===== config.mk =====
export PLATFORM = sky130hd
export DESIGN_NAME = tiled_pattern_pixel_address_unit
export DESIGN_NICKNAME = d
export VERILOG_FILES = /design/src/hdl/tppa_pkg.sv /design/src/hdl/tppa_addr.sv /design/src/hdl/tppa_pattern.sv /design/src/hdl/tiled_pattern_pixel_address_unit.sv
export SDC_FILE = /design/constraint.sdc
export NUM_CORES = 2
export LEC_CHECK = 0
export BUFFER_PORTS_ARGS = -buffer_cell sky130_fd_sc_hd__buf_2
export CORE_ASPECT_RATIO = 0.7
export CORE_MARGIN = 3
export CORE_UTILIZATION = 60
export DETAILED_ROUTE_END_ITERATION = 12
export PLACE_DENSITY = 0.82
export SYNTH_ARGS = -nofsm -noshare
export SYNTH_HDL_FRONTEND = slang
export SYNTH_SLANG_ARGS = --single-unit
export TNS_END_PERCENT = 20

===== constraint.sdc =====
create_clock -name i_clk -period 14.6 [get_ports i_clk]
set_clock_uncertainty 0.05 [all_clocks]
set_input_delay 1.46 -clock i_clk [delete_from_list [all_inputs] [get_ports i_clk]]
set_output_delay 1.46 -clock i_clk [all_outputs]
set_load 0.03 [all_outputs]

===== src/hdl/tppa_pkg.sv =====
// ----------------------------------------------------------------------------
// tppa_pkg
// shared types, register codes and layout constants for the tiled pattern
// pixel address unit
// ----------------------------------------------------------------------------
package tppa_pkg;

    // coordinate width default
    localparam int DEF_COORD_BITS = 12;

    // result widths
    localparam int OFFSET_BITS = 26;
    localparam int COLOR_BITS  = 32;

    // configuration port
    localparam int CFG_IDX_BITS  = 3;
    localparam int CFG_DATA_BITS = 32;

    localparam logic [CFG_IDX_BITS-1:0] REG_LAYOUT_MODE   = 3'd0;
    localparam logic [CFG_IDX_BITS-1:0] REG_PATTERN_KIND  = 3'd1;
    localparam logic [CFG_IDX_BITS-1:0] REG_IMAGE_WIDTH   = 3'd2;
    localparam logic [CFG_IDX_BITS-1:0] REG_IMAGE_HEIGHT  = 3'd3;
    localparam logic [CFG_IDX_BITS-1:0] REG_ROW_STRIDE    = 3'd4;
    localparam logic [CFG_IDX_BITS-1:0] REG_FORE_COLOR    = 3'd5;
    localparam logic [CFG_IDX_BITS-1:0] REG_BACK_COLOR    = 3'd6;
    localparam logic [CFG_IDX_BITS-1:0] REG_STRIPE_ENABLE = 3'd7;

    // layout codes, code three behaves as linear
    localparam logic [1:0] LAYOUT_LINEAR = 2'd0;
    localparam logic [1:0] LAYOUT_YTILED = 2'd1;
    localparam logic [1:0] LAYOUT_AFBC   = 2'd2;

    // pattern codes
    localparam logic PATTERN_CHECKER = 1'b0;
    localparam logic PATTERN_BORDER  = 1'b1;

    // checkerboard square size
    localparam int STRIPE_PIXELS = 37;

    typedef struct packed {
        logic [1:0]            layout_mode;
        logic                  pattern_kind;
        logic [12:0]           image_width;
        logic [12:0]           image_height;
        logic [13:0]           row_stride;
        logic [COLOR_BITS-1:0] fore_color;
        logic [COLOR_BITS-1:0] back_color;
        logic                  stripe_enable;
    } t_cfg;

    // placement of 4x4 subtiles inside a 16x16 block, indexed by column then row
    function automatic logic [3:0] af_subtile(input logic [1:0] sx, input logic [1:0] sy);
        logic [3:0] idx;
        idx = {sx, sy};
        case (idx)
            4'h0:    af_subtile = 4'd2;
            4'h1:    af_subtile = 4'd1;
            4'h2:    af_subtile = 4'd14;
            4'h3:    af_subtile = 4'd13;
            4'h4:    af_subtile = 4'd3;
            4'h5:    af_subtile = 4'd0;
            4'h6:    af_subtile = 4'd15;
            4'h7:    af_subtile = 4'd12;
            4'h8:    af_subtile = 4'd4;
            4'h9:    af_subtile = 4'd7;
            4'hA:    af_subtile = 4'd8;
            4'hB:    af_subtile = 4'd11;
            4'hC:    af_subtile = 4'd5;
            4'hD:    af_subtile = 4'd6;
            4'hE:    af_subtile = 4'd9;
            default: af_subtile = 4'd10;
        endcase
    endfunction

endpackage


===== src/hdl/tppa_addr.sv =====
// ----------------------------------------------------------------------------
// tppa_addr
// three-stage word offset pipeline for linear, y-tiled and afbc layouts
// ----------------------------------------------------------------------------
module tppa_addr #(
    parameter int COORD_BITS = tppa_pkg::DEF_COORD_BITS
) (
    input  logic                             i_clk,
    input  tppa_pkg::t_cfg                   i_cfg,
    input  logic [COORD_BITS-1:0]            i_pixel_x,
    input  logic [COORD_BITS-1:0]            i_pixel_y,
    output logic [tppa_pkg::OFFSET_BITS-1:0] o_word_offset
);

    localparam int OW = tppa_pkg::OFFSET_BITS;

    // stage 1: products
    logic [9:0]    n_tiles_row;
    logic [9:0]    n_tiles_w;
    logic [9:0]    n_tiles_h;
    logic [OW-1:0] r1_lin_prod;
    logic [OW-1:0] r1_yt_prod;
    logic [OW-1:0] r1_af_prod;
    logic [18:0]   r1_af_cnt;
    logic [COORD_BITS-1:0] r1_x;
    logic [COORD_BITS-1:0] r1_y;

    assign n_tiles_row = 10'((15'(i_cfg.row_stride) + 15'd31) >> 5);
    assign n_tiles_w   = 10'((14'(i_cfg.image_width) + 14'd15) >> 4);
    assign n_tiles_h   = 10'((14'(i_cfg.image_height) + 14'd15) >> 4);

    always_ff @(posedge i_clk) begin
        r1_lin_prod <= OW'(i_pixel_y) * OW'(i_cfg.row_stride);
        r1_yt_prod  <= OW'(i_pixel_y >> 5) * OW'(n_tiles_row);
        r1_af_prod  <= OW'(i_pixel_y >> 4) * OW'(n_tiles_w);
        r1_af_cnt   <= 19'(n_tiles_w) * 19'(n_tiles_h);
        r1_x        <= i_pixel_x;
        r1_y        <= i_pixel_y;
    end

    // stage 2: tile index adds and header rounding
    logic [OW-1:0] x1w;
    logic [OW-1:0] y1w;
    logic [OW-1:0] n_yt_tile;
    logic [OW-1:0] n_af_tile;
    logic [OW-1:0] r2_lin;
    logic [OW-1:0] r2_yt;
    logic [17:0]   r2_af_tile;
    logic [13:0]   r2_af_base;
    logic [7:0]    r2_af_low;

    assign x1w       = OW'(r1_x);
    assign y1w       = OW'(r1_y);
    assign n_yt_tile = r1_yt_prod + (x1w >> 5);
    assign n_af_tile = r1_af_prod + (x1w >> 4);

    always_ff @(posedge i_clk) begin
        r2_lin     <= r1_lin_prod + x1w;
        // column, row in tile and pixel in column fill the low ten bits
        r2_yt      <= {n_yt_tile[15:0], x1w[4:2], y1w[4:0], x1w[1:0]};
        r2_af_tile <= n_af_tile[17:0];
        // header is 16 bytes per block, padded to 1024 bytes = 256 words
        r2_af_base <= 14'((20'(r1_af_cnt) + 20'd63) >> 6);
        r2_af_low  <= {tppa_pkg::af_subtile(x1w[3:2], y1w[3:2]), y1w[1:0], x1w[1:0]};
    end

    // stage 3: body offset and layout select
    logic [OW-1:0] n_af;
    logic [OW-1:0] n_offset;
    logic [OW-1:0] r3_offset;

    assign n_af = OW'({r2_af_base, 8'd0}) + {r2_af_tile, r2_af_low};

    always_comb begin
        case (i_cfg.layout_mode)
            tppa_pkg::LAYOUT_YTILED: n_offset = r2_yt;
            tppa_pkg::LAYOUT_AFBC:   n_offset = n_af;
            default:                 n_offset = r2_lin;
        endcase
    end

    always_ff @(posedge i_clk) begin
        r3_offset <= n_offset;
    end

    assign o_word_offset = r3_offset;

endmodule


===== src/hdl/tppa_pattern.sv =====
// ----------------------------------------------------------------------------
// tppa_pattern
// two-stage pattern hit test: checkerboard parity by reciprocal multiply,
// or one-pixel border
// ----------------------------------------------------------------------------
module tppa_pattern #(
    parameter int COORD_BITS = tppa_pkg::DEF_COORD_BITS
) (
    input  logic                  i_clk,
    input  tppa_pkg::t_cfg        i_cfg,
    input  logic [COORD_BITS-1:0] i_pixel_x,
    input  logic [COORD_BITS-1:0] i_pixel_y,
    output logic                  o_hit
);

    // floor(2^K / 37) underestimates x/37 by less than one
    localparam int K     = COORD_BITS + 6;
    localparam int RECIP = (2 ** K) / tppa_pkg::STRIPE_PIXELS;
    localparam int RW    = COORD_BITS + 1;
    localparam int PW    = COORD_BITS + RW;
    localparam int EW    = ((COORD_BITS > 13) ? COORD_BITS : 13) + 1;

    localparam logic [RW-1:0] RECIP_C = RW'(RECIP);
    localparam logic [6:0]    STRIPE_C = 7'(tppa_pkg::STRIPE_PIXELS);

    // stage 1: reciprocal products
    logic [PW-1:0]         r1_xq;
    logic [PW-1:0]         r1_yq;
    logic [COORD_BITS-1:0] r1_x;
    logic [COORD_BITS-1:0] r1_y;

    always_ff @(posedge i_clk) begin
        r1_xq <= PW'(i_pixel_x) * PW'(RECIP_C);
        r1_yq <= PW'(i_pixel_y) * PW'(RECIP_C);
        r1_x  <= i_pixel_x;
        r1_y  <= i_pixel_y;
    end

    // stage 2: quotient correction and hit
    logic [6:0] qx;
    logic [6:0] qy;
    logic [6:0] rem_x;
    logic [6:0] rem_y;
    logic       par_x;
    logic       par_y;
    logic       border;
    logic       n_hit;
    logic       r2_hit;

    // remainder stays below 74, so seven bits carry it exactly
    assign qx    = 7'(r1_xq >> K);
    assign qy    = 7'(r1_yq >> K);
    assign rem_x = 7'(r1_x) - qx * STRIPE_C;
    assign rem_y = 7'(r1_y) - qy * STRIPE_C;
    assign par_x = qx[0] ^ (rem_x >= STRIPE_C);
    assign par_y = qy[0] ^ (rem_y >= STRIPE_C);

    assign border = (r1_x == '0) || (r1_y == '0)
                 || ((EW'(r1_x) + EW'(1)) == EW'(i_cfg.image_width))
                 || ((EW'(r1_y) + EW'(1)) == EW'(i_cfg.image_height));

    always_comb begin
        if (i_cfg.pattern_kind == tppa_pkg::PATTERN_BORDER) begin
            n_hit = border;
        end else begin
            n_hit = i_cfg.stripe_enable & (par_x ^ par_y);
        end
    end

    always_ff @(posedge i_clk) begin
        r2_hit <= n_hit;
    end

    assign o_hit = r2_hit;

endmodule


===== src/hdl/tiled_pattern_pixel_address_unit.sv =====
// ----------------------------------------------------------------------------
// tiled_pattern_pixel_address_unit
// pixel coordinate in, frame buffer word offset and test pattern color out
// ----------------------------------------------------------------------------
//  channel   | signals                                      | direction
//  ----------+----------------------------------------------+----------
//  pixel in  | i_start, o_busy, i_pixel_x, i_pixel_y        | in
//  result    | o_result_valid, o_word_offset, o_pixel_color | out
//  config    | i_cfg_we, i_cfg_idx, i_cfg_data              | in
//
//  the start transfer passes through r_v1, r_v2 and r_v3 to the result strobe
//  one pixel per clock: o_busy stays low, a new coordinate can follow every cycle
//  the depth comes from the multiplier stage feeding the tile adds and the
//  afbc body add, one register level each
//  synchronous active-low reset clears the valid pipe and loads register defaults
//  results are not held: each one shows for a single cycle with o_result_valid
// ----------------------------------------------------------------------------
module tiled_pattern_pixel_address_unit #(
    parameter int COORD_BITS = tppa_pkg::DEF_COORD_BITS
) (
    input  logic                               i_clk,
    input  logic                               i_rst_n,
    // pixel coordinate
    input  logic                               i_start,
    output logic                               o_busy,
    input  logic [COORD_BITS-1:0]              i_pixel_x,
    input  logic [COORD_BITS-1:0]              i_pixel_y,
    // result
    output logic                               o_result_valid,
    output logic [tppa_pkg::OFFSET_BITS-1:0]   o_word_offset,
    output logic [tppa_pkg::COLOR_BITS-1:0]    o_pixel_color,
    // register writes
    input  logic                               i_cfg_we,
    input  logic [tppa_pkg::CFG_IDX_BITS-1:0]  i_cfg_idx,
    input  logic [tppa_pkg::CFG_DATA_BITS-1:0] i_cfg_data
);

    // ------------------------------------------------------------------
    // configuration registers
    // ------------------------------------------------------------------
    tppa_pkg::t_cfg r_cfg;
    tppa_pkg::t_cfg n_cfg;

    always_comb begin
        n_cfg = r_cfg;
        if (i_cfg_we) begin
            case (i_cfg_idx)
                tppa_pkg::REG_LAYOUT_MODE:   n_cfg.layout_mode   = i_cfg_data[1:0];
                tppa_pkg::REG_PATTERN_KIND:  n_cfg.pattern_kind  = i_cfg_data[0];
                tppa_pkg::REG_IMAGE_WIDTH:   n_cfg.image_width   = i_cfg_data[12:0];
                tppa_pkg::REG_IMAGE_HEIGHT:  n_cfg.image_height  = i_cfg_data[12:0];
                tppa_pkg::REG_ROW_STRIDE:    n_cfg.row_stride    = i_cfg_data[13:0];
                tppa_pkg::REG_FORE_COLOR:    n_cfg.fore_color    = i_cfg_data;
                tppa_pkg::REG_BACK_COLOR:    n_cfg.back_color    = i_cfg_data;
                tppa_pkg::REG_STRIPE_ENABLE: n_cfg.stripe_enable = i_cfg_data[0];
                default:                     n_cfg = r_cfg;
            endcase
        end
    end

    always_ff @(posedge i_clk) begin
        if (!i_rst_n) begin
            r_cfg.layout_mode   <= tppa_pkg::LAYOUT_LINEAR;
            r_cfg.pattern_kind  <= tppa_pkg::PATTERN_CHECKER;
            r_cfg.image_width   <= 13'd1;
            r_cfg.image_height  <= 13'd1;
            r_cfg.row_stride    <= 14'd1;
            r_cfg.fore_color    <= '0;
            r_cfg.back_color    <= '0;
            r_cfg.stripe_enable <= 1'b1;
        end else begin
            r_cfg <= n_cfg;
        end
    end

    // ------------------------------------------------------------------
    // valid pipe, one bit per stage, never stalls
    // ------------------------------------------------------------------
    logic r_v1;
    logic r_v2;
    logic r_v3;

    assign o_busy = 1'b0;

    always_ff @(posedge i_clk) begin
        if (!i_rst_n) begin
            r_v1 <= 1'b0;
            r_v2 <= 1'b0;
            r_v3 <= 1'b0;
        end else begin
            r_v1 <= i_start & ~o_busy;
            r_v2 <= r_v1;
            r_v3 <= r_v2;
        end
    end

    // ------------------------------------------------------------------
    // offset pipeline, three register stages
    // ------------------------------------------------------------------
    tppa_addr #(
        .COORD_BITS (COORD_BITS)
    ) u_addr (
        .i_clk         (i_clk),
        .i_cfg         (r_cfg),
        .i_pixel_x     (i_pixel_x),
        .i_pixel_y     (i_pixel_y),
        .o_word_offset (o_word_offset)
    );

    // ------------------------------------------------------------------
    // pattern hit, two register stages, color picked in stage three
    // ------------------------------------------------------------------
    logic                            hit;
    logic [tppa_pkg::COLOR_BITS-1:0] r3_color;

    tppa_pattern #(
        .COORD_BITS (COORD_BITS)
    ) u_pattern (
        .i_clk     (i_clk),
        .i_cfg     (r_cfg),
        .i_pixel_x (i_pixel_x),
        .i_pixel_y (i_pixel_y),
        .o_hit     (hit)
    );

    always_ff @(posedge i_clk) begin
        r3_color <= hit ? r_cfg.fore_color : r_cfg.back_color;
    end

    assign o_result_valid = r_v3;
    assign o_pixel_color  = r3_color;

endmodule

==> reports/metrics.csv <==
stage;metric;value;unit
clock_network;clock latency of the later-clocked register in the worst-skew pair;560;ps
placement;placement-stage worst setup slack;6910;ps
clock_network;setup repair bufs after CTS;0;
floorplanning;number of placed I/O pins;123;
grt;maximum number of pins on one net before global-route repair;112;
timing;slew margin rel.;28.3;%
floorplanning;horizontal die dimension;286;um
timing;Total Neg Setup Slack;0;ps
floorplanning;total die area;57900;um2
routing;detailed-route vias per instance;5.62;
power_and_ir_drop;static leakage;17.5;nW
worst_setup_path;type of destination of the critical path;flop;
worst_setup_path;kind of start point of the critical path;flop;
synth;post-synth top area share;22.9;%
floorplanning;Vert. Die Dim;202;um
synth;Yosys top cell by area;fa_1;
synth;proportion of register bits with asynchronous set or reset after synthesis;0;%
final_layout;Area Overhead vs Synth;7.65;%
timing;final critical delay including setup and external delays;7770;ps
clock_network;clock sink count;374;
routing;Detailed Route Iter0 Violations;2327;
synth;Gate Count Post-Synth;3603;
clock_network;Worst-path clk slew;70;ps
routing;Detailed Route WL;81.2;mm
routing;total vias in the final route;24900;
placement;routability congestion estimate;0.960;
clock_network;maximum level of the CTS H-tree;2;
final_layout;post-layout util;65.8;%
power_and_ir_drop;total power density per cell area;121;nW/um2
worst_setup_path;required time at the endpoint of the critical path;14990;ps
timing;fmax;129;MHz
clock_network;quantity of hold-fixing buffers added after cts;0;
timing;worst-case setup margin in the final layout;6830;ps
grt;total track usage;28.6;%
run;MaxCap Viol Count;0;
grt;first-pass GRT wire length;132;mm
timing;final count of pins violating max slew;0;
synth;number of enable-type register cells in the synthesized netlist;0;
synth;number of storage elements in the synthesis netlist;374;
timing;final worst path period share;53.2;%
synth;most instantiated flip-flop cell in the synthesis netlist;dfxtp_1;
synth;number of warnings printed during yosys synthesis;0;
synth;Syn Nets;4459;
timing;RSZ-0062 raised after global routing;false;
placement;DPL Wire Length;62.3;mm
timing;slew at the pin closest to its max-slew limit;1060;ps
placement;Placed Cells;4354;
clock_network;CTS buffer count;37;
final_layout;fraction of layout cells with a size suffix above 1;7.15;%
synth;distinct cell type count after synthesis;72;
routing;Post-DRT Antenna Nets;0;
final_layout;Non-Filler Instances;4425;
worst_setup_path;category of the most critical setup path;flop to flop;
floorplanning;Rows;71;
final_layout;area used by sequential logic in the layout;7490;um2
timing;final hold viol count;0;
grt;vias in the first global route;24800;
synth;part of the Yosys area used for sequential elements;22.7;%
synth;top area cells in the synthesized netlist;fa_1, dfxtp_1, ha_1, inv_1, nand2_1;
worst_setup_path;Critical Path AT;8160;ps
clock_network;Clock Tree Root;clkbuf_16;
placement;input/output buffers;121;
power_and_ir_drop;peak supply drop;0.130;mV
run_status;outcome;finished, final reports clean;
clock_network;post-CTS sizing;0;
grt;aggregate global routing overflow;0;
timing;final number of setup-violating endpoints;0;
final_layout;number of inserted filler cells in the final layout;4206;
floorplanning;total core area;54000;um2
synth;Synth Cell Area;33000;um2
routing;post-detailed-route DRC marker count;0;
min_path;worst hold path type;flop to flop;
final_layout;combined area of the multi-input logic cells;23000;um2
routing;total iterations of the first detailed-routing run;6;
timing;post-route worst hold slack;380;ps
clock_network;TritonCTS clock tree;done;
floorplanning;starting density of the core;61.1;%
clock_network;clock buffer depth;3;
grt;number of antenna violations at the first check in global routing;7;
final_layout;net count reported at finish;4519;
routing;DR WL/cell;18.4;um
worst_setup_path;CP max FO;9;
synth;mean instance size in the synthesized netlist;9.16;um2
==> path summary, 6_finish.rpt <==
check             cells after the start                   end  startpoint  slack (ps)
setup / recovery                     25  u_addr.r1_af_cnt[18]   r_cfg[94]        6830
hold / removal                        1        o_result_valid        r_v2         380
setup reg to reg                     25  u_addr.r1_af_cnt[18]   r_cfg[94]        6830
hold reg to reg                       1        o_result_valid        r_v2         380
==> layer usage <==
metal / part of all wire, % / GRT usage, % / wire (um) / vias up
li1: - / - / - / 11500
met1: 44 / 42.3 / 35700 / 12000
met2: 42 / 42.1 / 34000 / 1127
met3: 11 / 5.65 / 8690 / 177
met4: 3.4 / 9.31 / 2760 / 2
met5: 0.018 / 0 / 15 / -
==> worst max-delay path, cell delays in order, from the launching register on <==
cell       delay [ps]
dfxtp_1           380
nor4_1            120
nand2b_1          190
nor2_1            500
and3_1            330
and3_1            310
nand2_1           150
xnor2_1           680
nand2_1           180
fa_1              580
inv_1              50
fa_1              490
inv_1              60
fa_1              520
inv_1              50
fa_1              470
inv_1              50
fa_1              470
inv_1              40
ha_1              220
o41ai_1           500
o21ai_1           180
o41ai_1           590
o2111ai_1         210
a21oi_1           210
xnor2_1            80
==> area by class of cell <==
type                            count  share of cell area, %
Antenna cell                        4                 0.0282
Clock buffer                       48                   2.95
Clock inverter                     19                  0.673
Inverter                          557                   5.89
Multi-Input combinational cell   2552                   64.7
Sequential cell                   374                   21.1
Tap cell                          730                   2.57
Timing Repair Buffer              141                   2.13
==> report_power, final <==
group | internal (W) | total [W] | switching (W)
clock network | 0.000586 | 0.00102 | 0.000438
logic | 0.000878 | 0.00201 | 0.00114
registers | 0.00115 | 0.00125 | 0.0000977
==> placed cells by master, fill, tap and decap left out, types with 64 or more instances in the layout <==
master,count
inv_1,556
nand2_1,470
ha_1,416
fa_1,377
dfxtp_1,374
nor2_1,245
xnor2_1,188
buf_2,121
a21boi_0,107
and2_1,96
a21oi_1,87
xor2_1,70
o21ai_0,64
==> synth_stat cells (5+ instances only) <==
cell       number
a211oi_1        7
a21boi_0      107
a21o_1         29
a21oi_1        87
a221oi_1        8
a22oi_1        10
a31o_2          7
a31oi_1         9
and2_1         96
and3_1         25
and4_1          5
buf_1           5
clkbuf_1      109
dfxtp_1       374
fa_1          377
ha_1          416
inv_1         556
mux2_2         32
nand2_1       470
nand2b_1       23
nand3_1        60
nand3b_1        6
nand4_1        13
nor2_1        247
nor2b_1        18
nor3_1         42
nor4_1          7
o2111ai_1       5
o21a_1         19
o21ai_0        64
o21bai_1       24
o41ai_1         5
or2_2           8
or3_1           8
xnor2_1       188
xor2_1         70
==> state kept, by name, summed over array words and instances, names as in the netlist <==
register and cells:
o_pixel_color 32, o_result_valid 1, r_cfg 108, r_v1 1, r_v2 1, u_addr.o_word_offset 26
u_addr.r1_af_cnt 19, u_addr.r1_af_prod 18, u_addr.r1_lin_prod 26, u_addr.r1_yt_prod 16, u_addr.r2_af_base 14, u_addr.r2_af_low 3
u_addr.r2_af_tile 18, u_addr.r2_lin 26, u_addr.r2_yt 26, u_pattern.o_hit 1, u_pattern.r1_x 12, u_pattern.r1_xq 7
u_pattern.r1_y 12, u_pattern.r1_yq 7
==> stage by stage <==
| step | total power [W] | area, um2 |
|---|---|---|
| after floorplan | 0.00272 | 33000 |
| after detailed placement | 0.00324 | 34200 |
| final | 0.00429 | 35500 |
| after global placement | 0.00317 | 34200 |
| after global routing | 0.00460 | 35500 |
| after CTS | 0.00427 | 35500 |
==> cell families (layout without fill, tap and decap cells) <==
family	after synthesis	count (layout)	synth area share, %
compound gates	418	418	8.62
xor+xnor	259	259	6.90
fa+ha+maj	793	793	38.6
buf+inv	677	765	7.74
flops	374	374	22.7
mux	36	36	1.21
other cells	1	5	0.0114
simple gates	1045	1045	14.2
Power figures use the tool's default switching activity.
